==> src/hdl/ogmi_pkg.sv <==
// Shared types and constants for the occupancy grid mark and inflate unit.
package ogmi_pkg;

    localparam int CFG_IDX_W  = 3;
    localparam int CFG_DATA_W = 16;

    localparam logic [CFG_IDX_W-1:0] CFG_SIDE       = 3'd0;
    localparam logic [CFG_IDX_W-1:0] CFG_CPM        = 3'd1;
    localparam logic [CFG_IDX_W-1:0] CFG_INFL_EN    = 3'd2;
    localparam logic [CFG_IDX_W-1:0] CFG_INFL_RAD   = 3'd3;
    localparam logic [CFG_IDX_W-1:0] CFG_BASE_EN    = 3'd4;

    localparam logic [1:0] OP_CLEAR = 2'd0;
    localparam logic [1:0] OP_BASE  = 2'd1;
    localparam logic [1:0] OP_POINT = 2'd2;
    localparam logic [1:0] OP_READ  = 2'd3;

    localparam logic [7:0] CELL_OCCUPIED = 8'd100;
    localparam logic [7:0] CELL_FREE     = 8'd0;
    localparam logic [7:0] CELL_UNKNOWN  = 8'hFF;

    localparam int MUL_W  = 17;
    localparam int PROD_W = 2 * MUL_W;

    typedef enum logic [4:0] {
        ST_CLEAR,
        ST_IDLE,
        ST_AREA,
        ST_BASE,
        ST_PX,
        ST_PY,
        ST_PCY,
        ST_PADDR,
        ST_PWR,
        ST_RCHK,
        ST_DIV,
        ST_WIN,
        ST_WMUL,
        ST_WSTART,
        ST_SCAN,
        ST_RAW_RD,
        ST_RES
    } t_state;

    typedef struct packed {
        logic we;
        logic re;
    } t_mem_ctl;

endpackage

==> src/hdl/ogmi_div.sv <==
// Iterative restoring divider, one quotient bit per cycle.
module ogmi_div
    import ogmi_pkg::*;
#(
    parameter int AW = 12,
    parameter int SW = 7
) (
    input  logic          i_clk,
    input  logic          i_rst_n,
    input  logic          i_start,
    input  logic [AW-1:0] i_dividend,
    input  logic [SW-1:0] i_divisor,
    output logic          o_done,
    output logic [AW-1:0] o_quotient,
    output logic [SW-1:0] o_remainder
);

    localparam int CNT_W = $clog2(AW + 1);

    logic             r_busy;
    logic             r_done;
    logic [CNT_W-1:0] r_cnt;
    logic [AW-1:0]    r_quo;
    logic [SW-1:0]    r_rem;
    logic [SW:0]      w_sh;
    logic [SW:0]      w_diff;
    logic             w_ge;

    assign w_sh   = {r_rem, r_quo[AW-1]};
    assign w_ge   = (w_sh >= {1'b0, i_divisor});
    assign w_diff = w_sh - {1'b0, i_divisor};

    always_ff @(posedge i_clk) begin
        if (!i_rst_n) begin
            r_busy <= 1'b0;
            r_done <= 1'b0;
            r_cnt  <= '0;
        end else begin
            r_done <= 1'b0;
            if (i_start) begin
                r_busy <= 1'b1;
                r_cnt  <= CNT_W'(AW);
            end else if (r_busy) begin
                r_cnt <= r_cnt - 1'b1;
                if (r_cnt == CNT_W'(1)) begin
                    r_busy <= 1'b0;
                    r_done <= 1'b1;
                end
            end
        end
    end

    always_ff @(posedge i_clk) begin
        if (i_start) begin
            r_quo <= i_dividend;
            r_rem <= '0;
        end else if (r_busy) begin
            r_quo <= {r_quo[AW-2:0], w_ge};
            r_rem <= w_ge ? w_diff[SW-1:0] : w_sh[SW-1:0];
        end
    end

    assign o_done      = r_done;
    assign o_quotient  = r_quo;
    assign o_remainder = r_rem;

endmodule

==> config.mk <==
export PLATFORM = sky130hd
export DESIGN_NAME = ogmi_div
export DESIGN_NICKNAME = d
export VERILOG_FILES = /design/src/hdl/ogmi_pkg.sv /design/src/hdl/ogmi_div.sv
export SDC_FILE = /design/constraint.sdc
export NUM_CORES = 1
export LEC_CHECK = 0
export ABC_CLOCK_PERIOD_IN_PS = 5500
export BUFFER_PORTS_ARGS = -buffer_cell sky130_fd_sc_hd__buf_2
export CAP_MARGIN = 20
export CELL_PAD_IN_SITES_DETAIL_PLACEMENT = 0
export CELL_PAD_IN_SITES_GLOBAL_PLACEMENT = 1
export CORE_ASPECT_RATIO = 0.75
export CORE_MARGIN = 5
export CORE_UTILIZATION = 42
export DETAILED_ROUTE_END_ITERATION = 10
export GPL_TIMING_DRIVEN = 0
export MAX_ROUTING_LAYER = met4
export PLACE_DENSITY = 0.91
export SYNTH_ARGS = -nofsm -noshare
export SYNTH_HDL_FRONTEND = slang
export SYNTH_SLANG_ARGS = --single-unit
==> constraint.sdc <==
create_clock -name i_clk -period 5.5 [get_ports i_clk]
set_input_delay 0 -clock i_clk [delete_from_list [all_inputs] [get_ports i_clk]]
set_output_delay 0 -clock i_clk [all_outputs]
set_load 0.005 [all_outputs]
# Word level (Yosys, flattened, before mapping)
# Index checks and enable logic that the tools add are counted.
[word_totals] ff_bits=25 latch_bits=0 mem_bits_rw=0 rom_bits=0 in_bits=22 memories=0
[classes] n_addsub=2 n_mul=0 div_mod_pow=0 magnitude_cmp=1 n_eq_ne=1 shifts=0 muxes=9 bitwise_logic=2 reduce_logical=3
[op_table] operator="2-to-1 mux 12 bit" count=2
[op_table] operator="greater-or-equal comparator 8 x 7 -> 1 bit" count=1
[op_table] operator="2-to-1 mux 4 bit" count=2
[op_table] operator="2-to-1 mux 7 bit" count=1
[op_table] operator="subtractor 7 bit" count=1
[op_table] operator="equality test 4 x 1 -> 1 bit (second input constant)" count=1
[op_table] operator="2-to-1 mux 1 bit" count=4
[op_table] operator="subtractor 4 x 1 -> 4 bit (second input constant)" count=1
[op_table] operator="OR reduction 3 bit" count=1
[op_table] operator="NOT 1 bit" count=2
[op_table] operator="nonzero test 2 bit" count=1
[op_table] operator="OR reduction 2 bit" count=1

# Logic depth before layout (Yosys ltp)
[depth] word_depth=4 mapped_depth=9 ltp_nobuf=8

# Worst setup path after synthesis
# OpenSTA, ideal clock, no wires.
[synth_timing] path_type="reg-to-reg" start="register r_quo[11] (netlist: o_quotient[11])" end="register r_rem[6] (netlist: o_remainder[6])" setup_ns=0.088 t_arrival_ns=1.961 t_required_ns=5.412 setup_slack_ns=3.451 path_stages_with_launch=10 path_cell_list="edfxtp_1 > inv_1 > ha_1 > fa_1 > nand2b_2 > a211oi_2 > nor3_2 > buf_6 > a31o_1 > a311oi_2"
[synth_between] elab_chain_cells=2 word_cells_on_any_way=3
[synth_lines] element="start: declaration" line_no="ogmi_div.sv:23" source="logic [AW-1:0] r_quo;"
[synth_lines] element="start signal: assignment" line_no="ogmi_div.sv:55" source="r_quo <= i_dividend;"
[synth_lines] element="start signal: assignment" line_no="ogmi_div.sv:58" source="r_quo <= {r_quo[AW-2:0], w_ge};"
[synth_lines] element="subtractor 7 bit or greater-or-equal comparator 8 x 7 -> 1 bit (tied branches)" line_no="ogmi_div.sv:31, ogmi_div.sv:30"
[synth_lines] element="2-to-1 mux 7 bit (*)" line_no="ogmi_div.sv:59" source="r_rem <= w_ge ? w_diff[SW-1:0] : w_sh[SW-1:0];"
[synth_lines] element="end signal: assignment" line_no="ogmi_div.sv:59"
[synth_lines] element="end: declaration" line_no="ogmi_div.sv:24" source="logic [SW-1:0] r_rem;"
# Mark *: on every way between the ends. The rest lies on a longest branch, timed or not.
# A chain may end at the register's enable or synchronous reset.

# Worst setup path after layout
[layout_timing] start="register r_quo[11] (netlist: o_quotient[11])" end="register r_rem[5] (netlist: o_remainder[5])"
# The elaborated chain is that of the path after synthesis.

==> reports/metrics.cfg <==
[timing]
timing.final.crit_share_pct=40.6
finClkSkew_ns=0.00642
setup_ws_ns=3.27
worst_pin_slew_ns=0.475
fmax_mhz=448
maxSlewViolCount=0
min_period_ns=2.23
finalHoldViolCount=0
rsz0062_at_grt=false
slew_headroom_pct=68.3
setup_viol=0
final.setup.tns_ns=0

[synth]
netlist_instances=143
synth_area_um2=1480
synth_edf_count=12
synth.largest_area_cell=edfxtp_1
synth-simple-area-share_pct=15.9
synth-seq-cells=25
synth.area.mux_share_pct=11.8
synth_ff_type=dfxtp_1
synth_cell_types=39
synth_compound_area_share_pct=12.0
synthArstFlopShare_pct=0
yosysSeqAreaShare_pct=42.1
synth_top_family_by_area=simple AND/OR/NAND/NOR gates
synthesis.nets=175
synth_top_area_share_pct=24.4
yosysWarnings=0
synthTopCellsByArea=edfxtp_1, dfxtp_1, mux2_2, ha_1, inv_1
syn_area_per_cell_um2=10.3
synthXorXnorAreaFrac_pct=3.56
synth_fa_ha_area_share_pct=8.99

[worst_setup_path]
critPathSlowestCell=fa_1
required_ns=5.68
crit_path_start_kind=flip-flop
path_max_fanout=10
path_buf_inv=2
path_delay_family=compound AO/OA/AOI/OAI gates
cp_data_arrival_time_ns=2.41
worst_setup_path_end_kind=flip-flop
cpPeakStageDelay_ns=0.40
cp_cell_sequence=inv_1 > ha_1 > fa_1 > nand2b_2 > a211oi_2 > nor3_2 > buf_6 > a31o_1 > a311oi_1
critPathKind=flip-flop to flip-flop

[final_layout]
nNetsFinal=221
stdcell_count=228
multi_input_area_um2=772
n_antenna_cell=0
final_core_util_pct=53.5
syn_to_final_growth_pct=20.8
seq_area_um2=621
drive_above_1_share_pct=33.5
n_fill_cell=311

[placement]
hpwl_um=2500
dp_cells=223
place_ws_ns=3.27
place_congestion=0.797
io_buffers=40

[clocking]
cts.sinks=25
cts_made_buffers=3
clockRootBuffer=clkbuf_8
clk_latency_ns=0.27
clk_path_buf_depth=2
cts_tree=built
cts_resized=0
clkTransAtPathRegs_ns=0.09
htree_levels=1
cts_setup_buffers=0

[floorplanning]
die_x_um=78.4
rows=18
die_area_um2=4810
start_util_pct=44.3
die_h_um=61.3
coreArea_um2=3330
io_pins=42

[routing]
wl_per_cell_um=13.6
first_pass_iters=4
via_per_inst=5.14
ant_nets=0
wirelength_um=3100
drcViolationCount=0
dr_total_vias=1173
drt_iter0_drc=102

[grt]
grt_pass1_vias=1128
grt_max_degree=15
grt_pass1_wl_um=5180
track_usage_pct=14.1
overflow=0
antenna_found_initial=0

[worst_hold_path]
hp-class=input pin to flip-flop

[pwr]
p_per_area_nw_per_um2=263
ir_drop_mv=0.171
leakagePower_uw=0.000778

[job]
maxCapViolCount=0

[status]
status=finished clean

## routing by layer
metal / global-route usage (%) / up-vias / part of all wire, %
li1: - / 601 / -
met1: 18.8 / 548 / 47
met2: 21.0 / 22 / 48
met3: 4.39 / 2 / 4.5
met4: 3.74 / 0 / 0.36
met5: - / - / 0
## metrics by stage
| stage | total power (uW) | instance area [um2] | hold slack (ns) |
|---|---|---|---|
| final | 469 | 1780 | 0.0265 |
| after global routing | 500 | 1780 | 0.0255 |
| after CTS | 473 | 1780 | 0.0206 |
| after detailed placement | 367 | 1730 | 0.266 |
| after global placement | 362 | 1730 | 0.257 |
| after floorplan | 323 | 1480 | 0.117 |
## final timing paths
kind | from | cells past startpoint | slack, ns | to
max | o_quotient[11] | 9 | 3.27 | o_remainder[5]
min | i_dividend[5] | 2 | 0.03 | o_quotient[5]
max reg2reg | o_quotient[11] | 9 | 3.27 | o_remainder[5]
min reg2reg | r_cnt[1] | 2 | 0.52 | r_cnt[1]
## kinds of logic (layout without fill, tap and decap cells)
| family | count (synthesis) | after routing |
|---|---|---|
| flip-flops | 25 | 25 |
| buffers and inverters | 20 | 65 |
| AO/OA/AOI/OAI | 23 | 23 |
| XOR/XNOR | 6 | 6 |
| multiplexers | 16 | 16 |
| adder cells (fa/ha/maj) | 10 | 10 |
| AND/OR/NAND/NOR | 43 | 43 |
## layout make-up
cell class	count	share of cell area [%]
multi-input combinational	98	43.3
sequential	25	34.8
timing repair buffer	41	11.8
inverter	14	2.95
tap	40	2.81
clock buffer	3	2.32
buffer	6	1.69
clock inverter	1	0.281
## what timing repair did
item                                   CTS  global route
setup endpoints to repair                0             0
endpoints found under the hold margin    2             0
hold buffers                             1             0
## flip-flops by register name (all words and copies together) (netlist names)
name         flops
o_remainder      7
r_cnt            4
o_done           1
o_quotient      12
r_busy           1
## placed cells by master, fill, tap and decap left out, types with 2 or more instances in the layout
cell,count
buf_2,40
inv_1,14
nor2_1,14
dfxtp_1,13
edfxtp_1,12
mux2_2,11
ha_1,9
nand2_1,7
clkbuf_1,5
mux2i_1,5
a21oi_1,5
a211oi_1,5
nor3_1,3
xor2_1,3
xnor2_1,3
clkbuf_8,3
a211oi_2,2
nand3_1,2
nor2b_1,2
nand2b_1,2
a31o_1,2
o21a_1,2
or4_1,2
nand4b_1,2
o311ai_0,2
## power breakdown
part	total [uW]	internal [uW]	switching, uW	leakage, uW
clock network	107	50.7	56.0	0.0000255
registers	228	216	12.3	0.000228
logic	135	65.1	69.6	0.000525
## synth_stat cells (5+ instances only)
| cell type | instances |
|---|---|
| a211oi_1 | 5 |
| mux2_2 | 11 |
| mux2i_1 | 5 |
| edfxtp_1 | 12 |
| nand2_1 | 7 |
| ha_1 | 9 |
| inv_1 | 14 |
| dfxtp_1 | 13 |
| nor2_1 | 14 |
| clkbuf_1 | 5 |
| a21oi_1 | 5 |
(Power assumes the default switching activity.)
