**src/hdl/ogmi_pkg.sv**
```systemverilog
// Shared types and constants for the occupancy grid mark and inflate unit.
package ogmi_pkg;

    localparam int CFG_IDX_W  = 3;
    localparam int CFG_DATA_W = 16;

    localparam logic [CFG_IDX_W-1:0] CFG_SIDE       = 3'd0;
    localparam logic [CFG_IDX_W-1:0] CFG_CPM        = 3'd1;
    localparam logic [CFG_IDX_W-1:0] CFG_INFL_EN    = 3'd2;
    localparam logic [CFG_IDX_W-1:0] CFG_INFL_RAD   = 3'd3;
    localparam logic [CFG_IDX_W-1:0] CFG_BASE_EN    = 3'd4;

    localparam logic [1:0] OP_CLEAR = 2'd0;
    localparam logic [1:0] OP_BASE  = 2'd1;
    localparam logic [1:0] OP_POINT = 2'd2;
    localparam logic [1:0] OP_READ  = 2'd3;

    localparam logic [7:0] CELL_OCCUPIED = 8'd100;
    localparam logic [7:0] CELL_FREE     = 8'd0;
    localparam logic [7:0] CELL_UNKNOWN  = 8'hFF;

    localparam int MUL_W  = 17;
    localparam int PROD_W = 2 * MUL_W;

    typedef enum logic [4:0] {
        ST_CLEAR,
        ST_IDLE,
        ST_AREA,
        ST_BASE,
        ST_PX,
        ST_PY,
        ST_PCY,
        ST_PADDR,
        ST_PWR,
        ST_RCHK,
        ST_DIV,
        ST_WIN,
        ST_WMUL,
        ST_WSTART,
        ST_SCAN,
        ST_RAW_RD,
        ST_RES
    } t_state;

    typedef struct packed {
        logic we;
        logic re;
    } t_mem_ctl;

endpackage

```
**src/hdl/ogmi_mul.sv**
```systemverilog
// Shared registered signed multiplier.
module ogmi_mul
    import ogmi_pkg::*;
(
    input  logic                     i_clk,
    input  logic signed [MUL_W-1:0]  i_a,
    input  logic signed [MUL_W-1:0]  i_b,
    output logic signed [PROD_W-1:0] o_p
);

    logic signed [PROD_W-1:0] r_p;

    always_ff @(posedge i_clk) begin
        r_p <= i_a * i_b;
    end

    assign o_p = r_p;

endmodule

```
**config.mk**
```make
export PLATFORM = sky130hd
export DESIGN_NAME = ogmi_mul
export DESIGN_NICKNAME = d
export VERILOG_FILES = /design/src/hdl/ogmi_pkg.sv /design/src/hdl/ogmi_mul.sv
export SDC_FILE = /design/constraint.sdc
export NUM_CORES = 1
export LEC_CHECK = 0
export BUFFER_PORTS_ARGS = -buffer_cell sky130_fd_sc_hd__clkbuf_2
export CAP_MARGIN = 40
export CORE_UTILIZATION = 25
export DETAILED_ROUTE_END_ITERATION = 7
export GPL_TIMING_DRIVEN = 0
export PLACE_DENSITY = 0.43
export SYNTH_ARGS = -nofsm -noshare
export SYNTH_HDL_FRONTEND = slang
export SYNTH_SLANG_ARGS = --single-unit
```
**constraint.sdc**
```tcl
create_clock -name i_clk -period 9.4 [get_ports i_clk]
set_clock_uncertainty 0.05 [all_clocks]
set_input_delay 0.94 -clock i_clk [delete_from_list [all_inputs] [get_ports i_clk]]
set_output_delay 0.94 -clock i_clk [all_outputs]
set_load 0.005 [all_outputs]
```
==> Word level (Yosys, flattened, before mapping) <==
Index checks and enable logic that the tools add are counted.
{ "op_classes": {"mul": 1} }
{ "op_table": {"columns": ["cell", "n"], "rows": [
  ["$mul 17x17->34", 1]
]} }
{ "totals": {"ff_bits": 34, "word_cells": 2} }

==> Longest topological paths before layout <==
Gate-level depths: netlist of run 1.
{ "logic_depth": {"ltp_word": 1, "mapped_depth": 24, "depth_no_buf": 22} }

==> Least setup slack after synthesis of run 1 <==
No wires, ideal clock.
{ "synth_path": {"path_type": "input-to-reg", "startpoint": "input i_b[8]", "endpoint": "register r_p[31], in the netlist o_p[31]", "setup_ns": 0.123, "arrival_ns": 6.655, "t_required_ns": 9.227, "path_slack_ns": 2.572, "stages": 24, "path_buffers": 3, "cell_sequence": "clkbuf_1 clkbuf_1 nand2_1 fa_1 inv_1 fa_1 inv_1 fa_1 inv_1 fa_1 fa_1 inv_1 fa_1 inv_1 ha_1 buf_6 a21oi_2 nand2_1 a221oi_2 a311oi_1 or4b_4 a31oi_4 o21bai_1 xor2_1"} }
{ "synth_via": {"elab_chain_len": 1} }
{ "synth_rtl": {"columns": ["element", "line", "text"], "rows": [
  ["start: declaration", "ogmi_mul.sv:7", "input logic signed [MUL_W-1:0] i_b,"],
  ["$mul 17x17->34", "ogmi_mul.sv:14", "r_p <= i_a * i_b;"],
  ["end signal: assignment", "ogmi_mul.sv:14", null],
  ["end: declaration", "ogmi_mul.sv:11", "logic signed [PROD_W-1:0] r_p;"]
]} }
No other way between the ends.

==> Final worst setup path of run 1 <==
Ends and elaborated chain as after synthesis.

==> flow_summary.ini, run 1 <==
[cts]
post_cts_resized = 0
htreeDepth = 2
ctsLongestPathBuffers = 2
clock-sinks = 34
numCtsBuffers = 5
root_buffer = clkbuf_16
postCtsSetupRepairBufs = 0
holdBufCountCts = 0
cts_tree = built
cts.clk_slew.worst_paths_ns = 0.06

[yosys]
syn_inst = 1238
ys_seq_area_share_pct = 5.85
synthFlopType = dfxtp_1
avgSynthCellArea_um2 = 9.40
synth_warnings = 0
synth_cell_type_count = 50
synth_edf_count = 0
synth-seq-cells = 34
syn_area_um2 = 11600
async_flop_share_pct = 0
syn_nets = 1654

[grt]
grt_usage_pct = 15.0
grt_max_degree = 11
grt_pass1_vias = 9018
grt_overflow = 0
grt_pass1_wl_um = 52900
grt_antenna_before_repair = 2

[finish]
nets = 1727
area_growth_pct = 10.6
drive_above_1_share_pct = 6.25
largest_reg_flops = 34
diodes = 0

[floorplan]
pin_count = 69
initial_utilization_pct = 25.5
core_um2 = 45700
die_x_um = 218
die_area_um2 = 47400
die_h_um = 218
placementRows = 78

[sta]
maxSlewViolCount = 0
slew_headroom_pct = 50.4
finalCritPeriodShare_pct = 83.7
setup_viol = 0
holdWs_ns = 0.943
hold_violations = 0
fmax_ghz = 0.127
rsz0062_at_grt = no
tightestPinTransition_ns = 0.744
tns_ns = 0
period_minus_slack_ns = 7.87

[outcome]
status = finished clean

[worst_setup_path]
cp_data_arrival_time_ns = 8.02
crit_required_ns = 9.55
startpoint_type = input port
crit_type = in -> reg
endpoint_kind = flip-flop
startpoint = i_b[8]
cp_max_fo = 10

[placement]
gp_congestion = 0.866
dpl.hpwl_um = 28300
io_buffer_count = 65

[hold_path]
min_from = i_a[0]
whs_path_depth = 2
hold_path.class = in -> reg

[route]
vias = 8010
antenna_left = 0
drt_pass1_iterations = 4
via_per_inst = 4.19
routedWlPerCell_um = 17.1
route.detailed.drc = 0
drt_wl_total_um = 32700
drt-initial-drc-count = 311

[job]
maxCapViolCount = 0
-- metrics by stage --
| step | utilization (%) | cells | area (um^2) | worst slack (ns) |
|---|---|---|---|---|
| 3_5_place_dp | 27.8 | 1904 | 12700 | 1.21 |
| 5_1_grt | 28.2 | 1912 | 12900 | 1.19 |
| 3_3_place_gp | 27.8 | 1903 | 12700 | 1.22 |
| 4_1_cts | 28.2 | 1912 | 12900 | 1.54 |
| 2_1_floorplan | - | 1238 | 11600 | 2.57 |
| 6_report | 28.2 | 1912 | 12900 | 1.53 |
-- layout make-up --
cell class,instances,area (um^2)
clock buffers,7,143
plain buffers,43,171
multi-input cells,850,9620
clock inverters,1,5.00
repair buffers,66,333
well taps,600,751
flip-flops and latches,34,681
fillers,4923,32800
inverters,311,1170
-- cells in the mapped netlist (all sizes together), types with 2 or more instances --
library cell / instances / area share, %
inv: 311 / 10
fa: 296 / 51
and2: 148 / 8.0
nand2: 142 / 4.6
ha: 85 / 9.1
clkbuf: 40 / 1.3
dfxtp: 34 / 5.8
nor2: 32 / 1.0
xnor2: 26 / 2.0
o21ai: 20 / 0.89
a21oi: 18 / 0.81
a21o: 11 / 0.72
nand3: 8 / 0.34
o21a: 6 / 0.39
a31oi: 5 / 0.40
nand4: 5 / 0.27
a211oi: 4 / 0.26
nor2b: 4 / 0.22
nor3: 4 / 0.17
o211ai: 4 / 0.26
xor2: 4 / 0.30
buf: 3 / 0.17
nand2b: 3 / 0.16
a221oi: 2 / 0.20
and3: 2 / 0.11
and4: 2 / 0.15
nand3b: 2 / 0.13
nor3b: 2 / 0.13
o2111ai: 2 / 0.15
o21bai: 2 / 0.13
-- cell usage in the layout, fill, tap and decap left out, types with 2 or more instances in the layout --
master | synthesis | final
nand4_1 | 5 | 5
a21oi_1 | 17 | 17
xnor2_1 | 26 | 26
nor3_1 | 4 | 4
and4_1 | 2 | 2
xor2_1 | 4 | 4
o2111ai_1 | 2 | 2
and3_1 | 2 | 2
a21o_1 | 10 | 10
nor2_1 | 32 | 32
o21a_1 | 6 | 6
dfxtp_1 | 34 | 34
nand3b_1 | 2 | 2
a31oi_1 | 4 | 4
ha_1 | 85 | 85
clkbuf_16 | 0 | 5
o211ai_1 | 4 | 4
inv_1 | 311 | 311
o21bai_1 | 2 | 2
nor3b_1 | 2 | 2
nand2_1 | 142 | 142
nand2b_1 | 3 | 3
nand3_1 | 8 | 8
nor2b_1 | 4 | 4
fa_1 | 296 | 296
o21ai_1 | 3 | 3
clkbuf_2 | 1 | 66
a211oi_1 | 4 | 4
o21ai_0 | 16 | 16
and2_1 | 148 | 148
clkbuf_1 | 39 | 40
-- worst paths after layout --
| path | slack (ns) | to |
|---|---|---|
| worst max-delay path | 1.53 | o_p[31] |
| worst min-delay path | 0.94 | o_p[0] |
-- cells by family (layout without fill, tap and decap cells) --
group           Yosys count  after routing  share of synthesized area [%]
compound gates           82             82                           4.80
fa+ha+maj               381            381                           60.1
flops                    34             34                           5.85
mux                       1              1                         0.0860
buf+inv                 354            428                           11.5
simple gates            356            356                           15.4
xor+xnor                 30             30                           2.26
-- worst max-delay path: stages --
cell      delay (ns)
clkbuf_1        0.48
clkbuf_1        0.51
nand2_1         0.16
fa_1            0.56
inv_1           0.05
fa_1            0.49
inv_1           0.05
fa_1            0.52
inv_1           0.04
fa_1            0.45
fa_1            0.51
inv_1           0.05
fa_1            0.50
inv_1           0.05
ha_1            0.28
buf_6           0.14
a21oi_2         0.15
nand2_1         0.09
a221oi_2        0.62
a311oi_1        0.28
or4b_4          0.56
a31oi_4         0.24
o21bai_1        0.10
xor2_1          0.14
-- metal layers --
metal  part of all wire (%)  vias up  routed length [um]  track usage (%)
met2                     47      128               15400             24.4
li1                       -     3756                   -                -
met3                    3.1       31                1020             2.20
met1                     48     4095               15600             20.9
met4                    2.0        0                 661             3.75
met5                      0        -                   0                0
Power of run 1 is left out: the tool's default activity adds up to more than one toggle a clock period on the data nets, which glitch-free logic cannot reach.
==> run 2: changes to the inputs <==
- ABC_AREA: not set -> 1
- PLACE_DENSITY: 0.43 -> 0.44
- clock period: 9.4 -> 6.5 ns (I/O delays scaled with it)
==> run 2 against run 1 <==
Net effect: global-route usage is 0.10 points lower; first-iteration DRC count increased by 92%; critical path depth decreased by 4; worst setup slack got worse by 1.2 ns; sequential share of layout area down 0.35 points; synthesized cell count increased by 32%; wire length rose by 7.4%; utilization is 0.21 points lower; final area grew 7.0%; largest cell class unchanged; highest routed layer unchanged.
==> flow_summary.ini, run 2 <==
[yosys]
ys_seq_area_share_pct = 5.41
synth-simple-area-share_pct = 18.4
syn_nets = 2045
synth_cell_type_count = 27
synthFlopType = dfxtp_1
synth_xor_xnor_area_share_pct = 1.39
yosys-mux-area-fraction_pct = 0
syn_inst = 1629
synth.most_common_cell = inv_1
synth-seq-cells = 34
synth_compound_area_share_pct = 1.99
synth-adder-area-share_pct = 55.6
synth_top_area_share_pct = 47.1
yosys.area.top_type = fa_1
avgSynthCellArea_um2 = 7.72
syn_area_um2 = 12600
synth_edf_count = 0
ys_top_cells_by_area = fa_1 (47%), inv_1 (15%), nand2_1 (13%), ha_1 (8.5%), dfxtp_1 (5.4%)
synth_commonest_cells = inv_1 (509), nand2_1 (451), fa_1 (296)
synth_warnings = 0
synth_top_family_by_area = adder cells
async_flop_share_pct = 0

[finish]
fill_cells = 5477
diodes = 0
drive_above_1_share_pct = 5.86
area_growth_pct = 9.53
largest_reg_flops = 34
final_cell_mix = inv_1 (509), nand2_1 (451), fa_1 (295)
nets = 2087
final_common_cell = inv_1

[sta]
tns_ns = 0
tightestPinTransition_ns = 0.767
slew_headroom_pct = 48.9
layout_setup_ws_ns = 0.326
rsz0062_at_grt = no
setup_viol = 0
fmax_ghz = 0.162
period_minus_slack_ns = 6.17
maxSlewViolCount = 0
finalCritPeriodShare_pct = 95.0
hold_violations = 0

[cts]
numCtsBuffers = 5
ctsLongestPathBuffers = 2
root_buffer = clkbuf_16
htreeDepth = 2
cts_tree = built
postCtsSetupRepairBufs = 0
cts.clk_slew.worst_paths_ns = 0.06
holdBufCountCts = 0
clock-sinks = 34

[placement]
post-place-ws_ns = -0.379
dpl.hpwl_um = 31500
gp_congestion = 0.878
io_buffer_count = 35

[route]
routedWlPerCell_um = 15.0
drt_wl_total_um = 35100
antenna_left = 0
drt_pass1_iterations = 5
vias = 9746
via_per_inst = 4.17
drt-initial-drc-count = 597
route.detailed.drc = 0

[grt]
grt_overflow = 0
grt_antenna_before_repair = 0
grt_pass1_vias = 10700
grt_max_degree = 12
grt_usage_pct = 14.9
grt_pass1_wl_um = 57800

[outcome]
status = finished clean

[floorplan]
die_h_um = 226
die_x_um = 226
placementRows = 81
pin_count = 69
core_um2 = 49300
initial_utilization_pct = 25.5
die_area_um2 = 51200

[worst_setup_path]
endpoint_kind = flip-flop
cp_data_arrival_time_ns = 6.31
crit_type = in -> reg
startpoint_type = input port
startpoint = i_b[7]
crit_required_ns = 6.63
cp_max_fo = 10

[job]
maxCapViolCount = 0

[hold_path]
min_from = i_a[0]
hold_path.class = in -> reg
## run 2: cell types whose count changed in the layout (fill, tap and decap cells not counted), moves of 17 or more
cell	change
and2_1	-146
nand2_1	+309
nor2_1	+17
inv_1	+198
nand3_1	+19
xnor2_1	-22
## run 2: timing repair
| item | 4_1_cts | 5_1_grt |
|---|---|---|
| setup endpoints to repair | 4 | 20 |
| resized for setup | 2 | 59 |
| cloned | 0 | 0 |
## run 2: worst paths after layout
path	end	slack, ns	cells after the start
max	o_p[31]	0.33	20
min	o_p[0]	0.76	3
## run 2: cell type report
type | instances | area (um^2) | share of cell area (%)
multi-input combinational | 1017 | 9730 | 70.6
inverter | 511 | 1920 | 13.9
tap | 664 | 831 | 6.03
sequential | 34 | 681 | 4.94
buffer | 67 | 290 | 2.11
timing repair buffer | 35 | 175 | 1.27
clock buffer | 6 | 139 | 1.01
clock inverter | 2 | 12.5 | 0.0908
## run 2: cell families (layout without fill, tap and decap cells)
group / after synthesis / in the layout
AOI/OAI and AO/OA: 46 / 46
xor gates and xnor gates: 20 / 20
adders and majority gates: 381 / 381
buffers and inverters: 578 / 621
DFF: 34 / 34
and+or+nand+nor: 570 / 570
## run 2: critical path, cell delays in order
cell and delay, ns:
clkbuf_1 0.46, clkbuf_2 0.42, nand2_1 0.11, fa_1 0.50, inv_1 0.07, fa_2 0.69, inv_1 0.10, fa_1 0.50
fa_1 0.57, fa_1 0.43, fa_1 0.49, inv_1 0.04, ha_1 0.35, nand2_1 0.12, nor2_1 0.18, nand2_1 0.12
nor3_1 0.15, nand2_1 0.16, nand3_1 0.12, nand2_1 0.06
## run 2: stage by stage
stage | hold WS (ns) | utilization (%) | std cells | cell area, um^2
floorplan | 0.884 | - | 1629 | 12600
global placement | 0.971 | 27.6 | 2328 | 13600
detailed placement | 0.970 | 27.6 | 2328 | 13600
CTS | 0.757 | 27.9 | 2336 | 13700
global route | 0.775 | 28.0 | 2336 | 13800
finish | 0.763 | 28.0 | 2336 | 13800
## run 2: layer usage
layer / GRT usage, % / routed length [um] / up-vias
li1: - / - / 4611
met3: 2.07 / 1800 / 20
met5: 0 / 0 / -
met2: 26.6 / 17500 / 222
met4: 1.83 / 385 / 0
met1: 19.5 / 15500 / 4893
Power of run 2 is left out for the same reason.
==> run 3: changes to the inputs <==
- BUFFER_PORTS_ARGS: -buffer_cell sky130_fd_sc_hd__clkbuf_2 -> not set
- DONT_BUFFER_PORTS: not set -> 1
- PLACE_DENSITY: 0.44 -> 0.43
==> run 3 against run 2 <==
Net effect: global-route usage is 0.078 points lower; worst setup slack got worse by 0.044 ns; cell count down 1.5%; final area shrank 1.1%; via count shrank 1.7%; fmax decreased by 0.71%.
==> flow_summary.ini, run 3 (synthesized netlist as in run 2, its figures left out) <==
[outcome]
status = finished clean

[cts]
holdBufCountCts = 0
postCtsSetupRepairBufs = 0
clock-sinks = 34
numCtsBuffers = 5
ctsLongestPathBuffers = 2
htreeDepth = 2
cts_tree = built
cts.clk_slew.worst_paths_ns = 0.05
root_buffer = clkbuf_16

[route]
via_per_inst = 4.16
antenna_left = 0
drt-initial-drc-count = 619
vias = 9578
drt_wl_total_um = 35200
routedWlPerCell_um = 15.3
route.detailed.drc = 0
drt_pass1_iterations = 5

[finish]
nets = 2052
final_common_cell = inv_1
largest_reg_flops = 34
fin_area_um2 = 13600
final_cell_mix = inv_1 (509), nand2_1 (451), fa_1 (295)
area_growth_pct = 8.29
drive_above_1_share_pct = 3.85
diodes = 0

[floorplan]
placementRows = 81
pin_count = 69
die_area_um2 = 51200
die_h_um = 226
initial_utilization_pct = 25.5
die_x_um = 226
core_um2 = 49300

[placement]
post-place-ws_ns = -0.378
dpl.hpwl_um = 31500
place_area_um2 = 13400
io_buffer_count = 0
gp_congestion = 0.903

[sta]
layout_setup_ws_ns = 0.282
fmax_ghz = 0.161
setup_viol = 0
maxSlewViolCount = 0
hold_violations = 0
tns_ns = 0
period_minus_slack_ns = 6.22
finalCritPeriodShare_pct = 95.7
tightestPinTransition_ns = 0.695
slew_headroom_pct = 53.7
holdWs_ns = 0.790
rsz0062_at_grt = no

[grt]
grt_antenna_before_repair = 0
grt_overflow = 0
grt_pass1_vias = 10500
grt_pass1_wl_um = 57400
grt_usage_pct = 14.9
grt_max_degree = 11

[job]
maxCapViolCount = 0

[worst_setup_path]
cp_data_arrival_time_ns = 6.34
cp_max_fo = 10
startpoint_type = input port
crit_type = in -> reg
endpoint_kind = flip-flop
crit_required_ns = 6.62

[hold_path]
hold_path.class = in -> reg
[run 3: changes by cell type in the layout (fill, tap and decap cells not counted), sizes merged]
cell | before | now
clkinvlp | 1 | 0
clkbuf | 108 | 73
bufinv | 0 | 1
clkinv | 1 | 0
[run 3: stage by stage]
stage | cells | util [%]
floorplan | 1629 | -
finish | 2300 | 27.6
global route | 2300 | 27.6
global placement | 2293 | 27.2
detailed placement | 2293 | 27.2
CTS | 2300 | 27.6
[run 3: cell type report]
class,instances,area [um^2]
inverter,511,1920
clock buffer,6,139
tap,664,831
fill,5508,35600
sequential,34,681
buffer,67,292
multi-input combinational,1017,9730
clock inverter,1,30.0
[run 3: per-layer routing]
layer | GRT usage (%) | vias up | wire length [um]
met5 | 0 | - | 0
met4 | 1.74 | 0 | 344
met2 | 26.8 | 197 | 17600
met3 | 1.14 | 23 | 1280
li1 | - | 4529 | -
met1 | 19.8 | 4829 | 16000
[run 3: critical path: stages]
cell and delay, ns:
clkbuf_1 0.49, clkbuf_2 0.43, nand2_1 0.13, fa_1 0.53, inv_1 0.05, fa_1 0.49
inv_1 0.06, fa_1 0.53, inv_1 0.05, fa_1 0.50, fa_1 0.50, inv_1 0.05
fa_1 0.47, inv_1 0.04, ha_1 0.36, nand2_1 0.10, nand2_1 0.09, a21oi_1 0.24
nor2_1 0.09, o21bai_1 0.23, nand3_1 0.11, nand2_1 0.07, nand2_1 0.06
[run 3: worst paths after layout]
| check | slack (ns) | end | depth (start not counted) | startpoint |
|---|---|---|---|---|
| hold / removal | 0.79 | o_p[0] | 3 | i_a[0] |
| setup / recovery | 0.28 | o_p[30] | 23 | i_a[6] |
[run 3: what timing repair did]
action,CTS,global route
gates cloned,0,0
setup endpoints to repair,3,19
gates resized for setup,3,59
Power of run 3 is left out for the same reason.
